**config.mk**
```make
export PLATFORM = sky130hd
export DESIGN_NAME = signed_to_decimal_ascii
export DESIGN_NICKNAME = d
export VERILOG_FILES = /design/src/s2da_pkg.sv /design/src/s2da_dp.sv /design/src/s2da_ctrl.sv /design/src/signed_to_decimal_ascii.sv
export SDC_FILE = /design/constraint.sdc
export NUM_CORES = 1
export LEC_CHECK = 0
export ABC_CLOCK_PERIOD_IN_PS = 4700
export BUFFER_PORTS_ARGS = -buffer_cell sky130_fd_sc_hd__buf_2
export CORE_ASPECT_RATIO = 1.1
export CORE_UTILIZATION = 57
export CTS_BUF_LIST = sky130_fd_sc_hd__clkbuf_16
export CTS_CLUSTER_DIAMETER = 40
export CTS_CLUSTER_SIZE = 8
export DETAILED_ROUTE_END_ITERATION = 10
export HOLD_SLACK_MARGIN = 0.05
export MAX_ROUTING_LAYER = met4
export PLACE_DENSITY = 0.8
export SETUP_SLACK_MARGIN = 0.3
export SLEW_MARGIN = 20
export SYNTH_ARGS = -nofsm -noshare
export SYNTH_HDL_FRONTEND = slang
export SYNTH_SLANG_ARGS = --single-unit
```
**constraint.sdc**
```tcl
create_clock -name aclk -period 4.7 [get_ports aclk]
set_input_delay 0.47 -clock aclk [delete_from_list [all_inputs] [get_ports aclk]]
set_output_delay 0.47 -clock aclk [all_outputs]
set_load 0.02 [all_outputs]
```
**src/s2da_pkg.sv**
```systemverilog
// Shared types and constants for the signed-to-decimal-ASCII converter.
`timescale 1ns / 1ps

package s2da_pkg;

    // Bits per BCD digit
    localparam int unsigned DIGIT_W = 4;

    // ASCII codes
    localparam logic [7:0] CHAR_ZERO  = 8'h30;
    localparam logic [7:0] CHAR_MINUS = 8'h2D;

    // BCD correction threshold and offset for the shift-add-3 step
    localparam logic [DIGIT_W-1:0] DABBLE_LIMIT = 4'd5;
    localparam logic [DIGIT_W-1:0] DABBLE_ADD   = 4'd3;

    typedef enum logic [2:0] {
        ST_IDLE,
        ST_CONV,
        ST_SKIP,
        ST_SIGN,
        ST_DIGIT
    } s2da_state_t;

    // Controller to datapath
    typedef struct packed {
        logic load;       // capture a new value, clear BCD
        logic step;       // one shift-add-3 iteration
        logic shift;      // drop the top BCD digit
        logic sel_minus;  // output the minus sign
    } s2da_cmd_t;

    // Datapath to controller
    typedef struct packed {
        logic conv_done;   // last conversion iteration in progress
        logic lead_zero;   // top digit is zero and more digits follow
        logic neg;         // value is negative
        logic last_digit;  // top digit is the final one
    } s2da_status_t;

endpackage

```
**src/s2da_dp.sv**
```systemverilog
// Datapath: magnitude, binary-to-BCD conversion and character output.
`timescale 1ns / 1ps

module s2da_dp
    import s2da_pkg::*;
#(
    parameter int VALUE_BITS = 32,
    parameter int NUM_DIGITS = 10
) (
    input  logic                  aclk,
    input  logic [VALUE_BITS-1:0] value,
    input  s2da_cmd_t             cmd,
    output s2da_status_t          status,
    output logic [7:0]            text_char
);

    localparam int BCD_W = NUM_DIGITS * DIGIT_W;
    localparam int CNT_W = $clog2(VALUE_BITS + 1);
    localparam int DIG_W = $clog2(NUM_DIGITS + 1);

    logic [VALUE_BITS-1:0] mag_reg, mag_next;
    logic [BCD_W-1:0]      bcd_reg, bcd_next;
    logic [BCD_W-1:0]      bcd_adj;
    logic [CNT_W-1:0]      cnt_reg, cnt_next;
    logic [DIG_W-1:0]      dig_reg, dig_next;
    logic                  neg_reg, neg_next;
    logic [DIGIT_W-1:0]    top_digit;

    // Correct each BCD digit before the shift
    always_comb begin
        for (int i = 0; i < NUM_DIGITS; i++) begin
            if (bcd_reg[i*DIGIT_W +: DIGIT_W] >= DABBLE_LIMIT) begin
                bcd_adj[i*DIGIT_W +: DIGIT_W] = bcd_reg[i*DIGIT_W +: DIGIT_W] + DABBLE_ADD;
            end else begin
                bcd_adj[i*DIGIT_W +: DIGIT_W] = bcd_reg[i*DIGIT_W +: DIGIT_W];
            end
        end
    end

    // Select next register values
    always_comb begin
        mag_next = mag_reg;
        bcd_next = bcd_reg;
        cnt_next = cnt_reg;
        dig_next = dig_reg;
        neg_next = neg_reg;
        priority if (cmd.load) begin
            neg_next = value[VALUE_BITS-1];
            mag_next = value[VALUE_BITS-1] ? (~value + VALUE_BITS'(1)) : value;
            bcd_next = '0;
            cnt_next = CNT_W'(VALUE_BITS);
            dig_next = DIG_W'(NUM_DIGITS);
        end else if (cmd.step) begin
            bcd_next = {bcd_adj[BCD_W-2:0], mag_reg[VALUE_BITS-1]};
            mag_next = {mag_reg[VALUE_BITS-2:0], 1'b0};
            cnt_next = cnt_reg - CNT_W'(1);
        end else if (cmd.shift) begin
            bcd_next = {bcd_reg[BCD_W-DIGIT_W-1:0], {DIGIT_W{1'b0}}};
            dig_next = dig_reg - DIG_W'(1);
        end else begin
            // Hold all registers
        end
    end

    always_ff @(posedge aclk) begin
        mag_reg <= mag_next;
        bcd_reg <= bcd_next;
        cnt_reg <= cnt_next;
        dig_reg <= dig_next;
        neg_reg <= neg_next;
    end

    assign top_digit = bcd_reg[BCD_W-1 -: DIGIT_W];

    // Report status to the controller
    assign status.conv_done  = (cnt_reg == CNT_W'(1));
    assign status.lead_zero  = (top_digit == '0) && (dig_reg > DIG_W'(1));
    assign status.neg        = neg_reg;
    assign status.last_digit = (dig_reg == DIG_W'(1));

    // Form the output character
    assign text_char = cmd.sel_minus ? CHAR_MINUS : (CHAR_ZERO | {4'd0, top_digit});

endmodule

```
**src/s2da_ctrl.sv**
```systemverilog
// Controller: sequences load, conversion, zero skipping and character beats.
`timescale 1ns / 1ps

module s2da_ctrl
    import s2da_pkg::*;
(
    input  logic         aclk,
    input  logic         aresetn,
    input  logic         in_valid,
    output logic         in_ready,
    output logic         out_valid,
    input  logic         out_ready,
    output logic         out_last,
    input  s2da_status_t status,
    output s2da_cmd_t    cmd
);

    s2da_state_t state_reg, state_next;

    always_ff @(posedge aclk) begin
        if (!aresetn) begin
            state_reg <= ST_IDLE;
        end else begin
            state_reg <= state_next;
        end
    end

    // Next state and commands
    always_comb begin
        state_next    = state_reg;
        cmd           = '0;
        in_ready      = 1'b0;
        out_valid     = 1'b0;
        out_last      = 1'b0;
        unique case (state_reg)
            ST_IDLE: begin
                in_ready = 1'b1;
                if (in_valid) begin
                    cmd.load   = 1'b1;
                    state_next = ST_CONV;
                end
            end
            ST_CONV: begin
                cmd.step = 1'b1;
                if (status.conv_done) begin
                    state_next = ST_SKIP;
                end
            end
            ST_SKIP: begin
                if (status.lead_zero) begin
                    cmd.shift = 1'b1;
                end else if (status.neg) begin
                    state_next = ST_SIGN;
                end else begin
                    state_next = ST_DIGIT;
                end
            end
            ST_SIGN: begin
                out_valid     = 1'b1;
                cmd.sel_minus = 1'b1;
                if (out_ready) begin
                    state_next = ST_DIGIT;
                end
            end
            ST_DIGIT: begin
                out_valid = 1'b1;
                out_last  = status.last_digit;
                if (out_ready) begin
                    cmd.shift = 1'b1;
                    if (status.last_digit) begin
                        state_next = ST_IDLE;
                    end
                end
            end
            default: begin
                state_next = ST_IDLE;
            end
        endcase
    end

endmodule

```
**src/signed_to_decimal_ascii.sv**
```systemverilog
// Top level: signed integer to decimal ASCII text stream.
`timescale 1ns / 1ps

// Accepts one two's-complement value per beat and returns its decimal text,
// one ASCII character per beat, most significant digit first, with '-' ahead
// of a negative value and tlast on the final character. The block handles
// one value at a time: it accepts the value, runs VALUE_BITS iterations of
// shift-add-3 binary-to-BCD conversion (one bit per cycle), drops each
// leading zero digit, decides whether a minus sign comes first, then sends
// the character beats, each held until the output side takes it.

module signed_to_decimal_ascii
    import s2da_pkg::*;
#(
    parameter int VALUE_BITS = 32
) (
    input  logic        aclk,
    input  logic        aresetn,
    input  logic        s_tvalid,
    output logic        s_tready,
    input  logic [31:0] s_tdata,   // [VALUE_BITS-1:0] value
    output logic        m_tvalid,
    input  logic        m_tready,
    output logic [7:0]  m_tdata,   // [7:0] text_char
    output logic        m_tlast    // is_last
);

    // Decimal digits of the largest magnitude, 2^(VALUE_BITS-1)
    localparam int NUM_DIGITS = ((VALUE_BITS - 1) * 30103) / 100000 + 1;

    s2da_cmd_t    cmd;
    s2da_status_t status;

    s2da_ctrl u_ctrl (
        .aclk      (aclk),
        .aresetn   (aresetn),
        .in_valid  (s_tvalid),
        .in_ready  (s_tready),
        .out_valid (m_tvalid),
        .out_ready (m_tready),
        .out_last  (m_tlast),
        .status    (status),
        .cmd       (cmd)
    );

    s2da_dp #(
        .VALUE_BITS (VALUE_BITS),
        .NUM_DIGITS (NUM_DIGITS)
    ) u_dp (
        .aclk      (aclk),
        .value     (s_tdata[VALUE_BITS-1:0]),
        .cmd       (cmd),
        .status    (status),
        .text_char (m_tdata)
    );

endmodule
```
==> metrics.txt <==
# TYPE chip_impl_metric gauge
chip_impl_metric{name="ctsHtreeMaxLevel",unit=""} 3
chip_impl_metric{name="diodes",unit=""} 0
chip_impl_metric{name="final.setup_skew",unit="ns"} 0.008331
chip_impl_metric{name="synth_top_area_share",unit="%"} 19.77
chip_impl_metric{name="hold-worst-slack",unit="ns"} 0.3816
chip_impl_metric{name="worst_ir_drop_vdd",unit="mV"} 0.2519
chip_impl_metric{name="final.fill_count",unit=""} 760
chip_impl_metric{name="gr-usage-met1",unit="%"} 28.40
chip_impl_metric{name="async_flop_share",unit="%"} 0
chip_impl_metric{name="yosysUniqueCellTypes",unit=""} 59
chip_impl_metric{name="largest_register_ffs",unit=""} 40
chip_impl_metric{name="final_max_slew_viol_count",unit=""} 0
chip_impl_metric{name="largest_net_degree_at_the_start_of_global_routing",unit=""} 69
chip_impl_metric{name="final_cell_count_no_fill",unit=""} 771
chip_impl_metric{name="detailed_place_hpwl",unit="um"} 7237
chip_impl_metric{name="drt-pass1-iter-count",unit=""} 5
chip_impl_metric{name="ant_nets",unit=""} 0
chip_impl_metric{name="place.port_buffers",unit=""} 43
chip_impl_info{name="min-delay-start",value="aresetn"} 1
chip_impl_metric{name="core_area",unit="um^2"} 9009
chip_impl_metric{name="overflow",unit=""} 0
chip_impl_metric{name="timing.max_slew.rel_slack",unit="%"} 55.27
chip_impl_metric{name="num_rows",unit=""} 36
chip_impl_metric{name="syn_inst",unit=""} 628
chip_impl_metric{name="max_slew.worst_pin.slew",unit="ns"} 0.6709
chip_impl_info{name="synthDominantAreaCellType",value="dfxtp_1"} 1
chip_impl_metric{name="critical_path_arrival",unit="ns"} 2.67
chip_impl_metric{name="antenna_found_initial",unit=""} 0
chip_impl_metric{name="die_area",unit="um^2"} 9807
chip_impl_metric{name="cts_setup_buffers",unit=""} 0
chip_impl_metric{name="post_synthesis_instance_area",unit="um^2"} 5366
chip_impl_metric{name="design.final.nets",unit=""} 714
chip_impl_metric{name="die_height",unit="um"} 103.8
chip_impl_metric{name="wire_per_inst",unit="um"} 14.13
chip_impl_metric{name="cts.sink_count",unit=""} 86
chip_impl_metric{name="crit_required",unit="ns"} 4.91
chip_impl_info{name="worst_r2r_startpoint",value="u_dp.bcd_reg[36]"} 1
chip_impl_metric{name="dpl.cell_count",unit=""} 755
chip_impl_metric{name="hold_violations",unit=""} 0
chip_impl_metric{name="hold_buffers",unit=""} 0
chip_impl_metric{name="number_of_global_route_vias_before_repair",unit=""} 4240
chip_impl_metric{name="routed-via-count",unit=""} 4471
chip_impl_metric{name="power.density",unit="nW/um^2"} 439.2
chip_impl_metric{name="post-route-period-util",unit="%"} 52.39
chip_impl_metric{name="die_x",unit="um"} 94.52
chip_impl_metric{name="initial_util",unit="%"} 59.57
chip_impl_info{name="clockRootBuffer",value="clkbuf_16"} 1
chip_impl_metric{name="ys_seq_area_share",unit="%"} 38.24
chip_impl_metric{name="path_clk_slew",unit="ns"} 0.06
chip_impl_metric{name="ioPinCount",unit=""} 47
chip_impl_info{name="setup_repair_after_global_routing_missed_its_margin",value="no"} 1
chip_impl_info{name="cts_tree",value="yes"} 1
chip_impl_info{name="synth_area_leaders",value="dfxtp_1, edfxtp_1, nand2_1"} 1
chip_impl_metric{name="drive_gt1_share",unit="%"} 12.33
chip_impl_info{name="timing.critical_path.to_type",value="flip-flop"} 1
chip_impl_metric{name="grt_use_met3",unit="%"} 3.084
chip_impl_metric{name="violation_count_after_the_first_detailed_route_iteration",unit=""} 187
chip_impl_metric{name="finalWeightedCongestion",unit=""} 0.8266
chip_impl_metric{name="insertion_delay",unit="ns"} 0.34
chip_impl_info{name="busiest_layer",value="met2"} 1
chip_impl_metric{name="cap_violations",unit=""} 0
chip_impl_info{name="worst_setup_path_startpoint",value="u_dp.bcd_reg[36]"} 1
chip_impl_metric{name="drt-vias-per-instance",unit=""} 5.799
chip_impl_metric{name="drt-total-wl",unit="um"} 10900
chip_impl_info{name="worst_hold_path_type",value="in -> reg"} 1
chip_impl_metric{name="finalWorstPathRequiredPeriod",unit="ns"} 2.462
chip_impl_metric{name="grt_first_pass_wirelength",unit="um"} 18390
chip_impl_metric{name="grt_util_met2",unit="%"} 40.17
chip_impl_metric{name="syn-mean-instance-area",unit="um^2"} 8.545
chip_impl_metric{name="cts_repair_resize_count",unit=""} 0
chip_impl_metric{name="leakage",unit="nW"} 2.276
chip_impl_metric{name="critical_path_peak_fanout",unit=""} 43
chip_impl_info{name="timing.setup.critical_path_class",value="reg -> reg"} 1
chip_impl_metric{name="setup_total_negative_slack",unit="ns"} 0
chip_impl_metric{name="route.detailed.drc",unit=""} 0
chip_impl_info{name="yosys_most_used_dff",value="dfxtp_1"} 1
chip_impl_metric{name="grt.total_usage",unit="%"} 23.75
chip_impl_metric{name="synth_enable_flop_cells",unit=""} 33
chip_impl_metric{name="cts-root-to-sink-buffers",unit=""} 2
chip_impl_metric{name="syn_to_final_growth",unit="%"} 9.163
chip_impl_metric{name="number_of_warning_messages_in_the_yosys_log",unit=""} 0
chip_impl_metric{name="cts_made_buffers",unit=""} 9
chip_impl_info{name="outcome",value="finished clean"} 1
chip_impl_metric{name="reg2reg_slack",unit="ns"} 2.24
chip_impl_metric{name="report.final.setup_viol",unit=""} 0
chip_impl_info{name="worstSetupStartpointType",value="flip-flop"} 1
chip_impl_metric{name="synth-seq-cells",unit=""} 86
chip_impl_metric{name="fmaxAchievable",unit="MHz"} 406.1
[worst max-delay path, cell delays in order (launching register included)]
cell and delay [ns]:
dfxtp_1 0.35, inv_1 0.11, ha_1 0.16, or3b_4 0.40, a2111oi_4 0.46, or2_1 0.16
buf_4 0.39, a2bb2oi_1 0.23, nor2_1 0.05
[cell usage in the layout, fill, tap and decap left out, types with 28 or more instances in the layout]
master    instances
nand2_1         104
dfxtp_1          53
o21ai_0          51
a21oi_1          50
buf_2            43
nor2_1           42
xor2_1           34
edfxtp_1         33
inv_1            28
[power breakdown]
group	internal [mW]	switching, mW	total [mW]
Sequential	1.04	0.101	1.14
Combinational	0.240	0.546	0.786
Clock	0.353	0.289	0.642
[area by class of cell]
class / count / area (um^2) / share of cell area (%)
multi-input cells: 479 / 3042 / 51.92
flip-flops and latches: 86 / 2052 / 35.03
repair buffers: 48 / 252.7 / 4.314
clock buffers: 9 / 225.2 / 3.845
well taps: 114 / 142.6 / 2.435
inverters: 28 / 105.1 / 1.794
clock inverters: 7 / 38.79 / 0.6621
[through the flow]
stage / total power [mW] / area, um^2 / setup slack (ns) / utilization [%]
floorplan: 1.743 / 5370 / 1.933 / -
global placement: 1.907 / 5589 / 2.135 / 62.04
detailed placement: 1.943 / 5589 / 2.115 / 62.04
CTS: 2.580 / 5853 / 2.107 / 64.97
global route: 2.732 / 5858 / 2.047 / 65.03
finish: 2.573 / 5858 / 2.238 / 65.03
[Yosys cell counts, types with 2 or more instances]
library cell / n
nand2_1: 105
dfxtp_1: 53
o21ai_0: 51
a21oi_1: 50
nor2_1: 42
xor2_1: 34
edfxtp_1: 33
inv_1: 28
a22oi_1: 26
ha_1: 26
nand2b_1: 23
clkbuf_1: 18
xnor2_1: 15
mux2i_1: 12
o31ai_1: 10
a221oi_1: 9
nor3_1: 9
buf_2: 8
o21ai_1: 7
nand3_1: 5
buf_4: 4
buf_6: 4
and2_1: 3
o41ai_1: 3
o41ai_2: 3
a211oi_1: 2
a2bb2oi_1: 2
buf_1: 2
conb_1: 2
nand4_1: 2
nor2b_1: 2
nor3_2: 2
nor3b_1: 2
nor4_1: 2
o22ai_1: 2
or2_2: 2
or4_1: 2
or4_4: 2
[cells by family after synthesis]
kind of cell               synth area share (%)
AOI/OAI and AO/OA                         20.61
xor gates and xnor gates                  7.997
adders and majority gates                 6.062
buffers and inverters                     5.502
DFF                                       38.24
muxes                                     2.238
other                                    0.1399
and+or+nand+nor                           19.21
[per-layer routing]
metal  up-vias  part of all wire, %
met1      2120                   45
met5         -                    0
li1       2251                    -
met2        81                   50
met3        19                  3.4
met4         0                  1.8
[final timing paths]
check | cells after the start | endpoint
setup / recovery | 8 | u_dp.bcd_reg[2]
hold / removal | 2 | u_ctrl.state_reg[2]
setup reg to reg | 8 | u_dp.bcd_reg[2]
hold reg to reg | 2 | u_dp.bcd_reg[37]
Note: power is estimated with default switching activity, not from simulation.
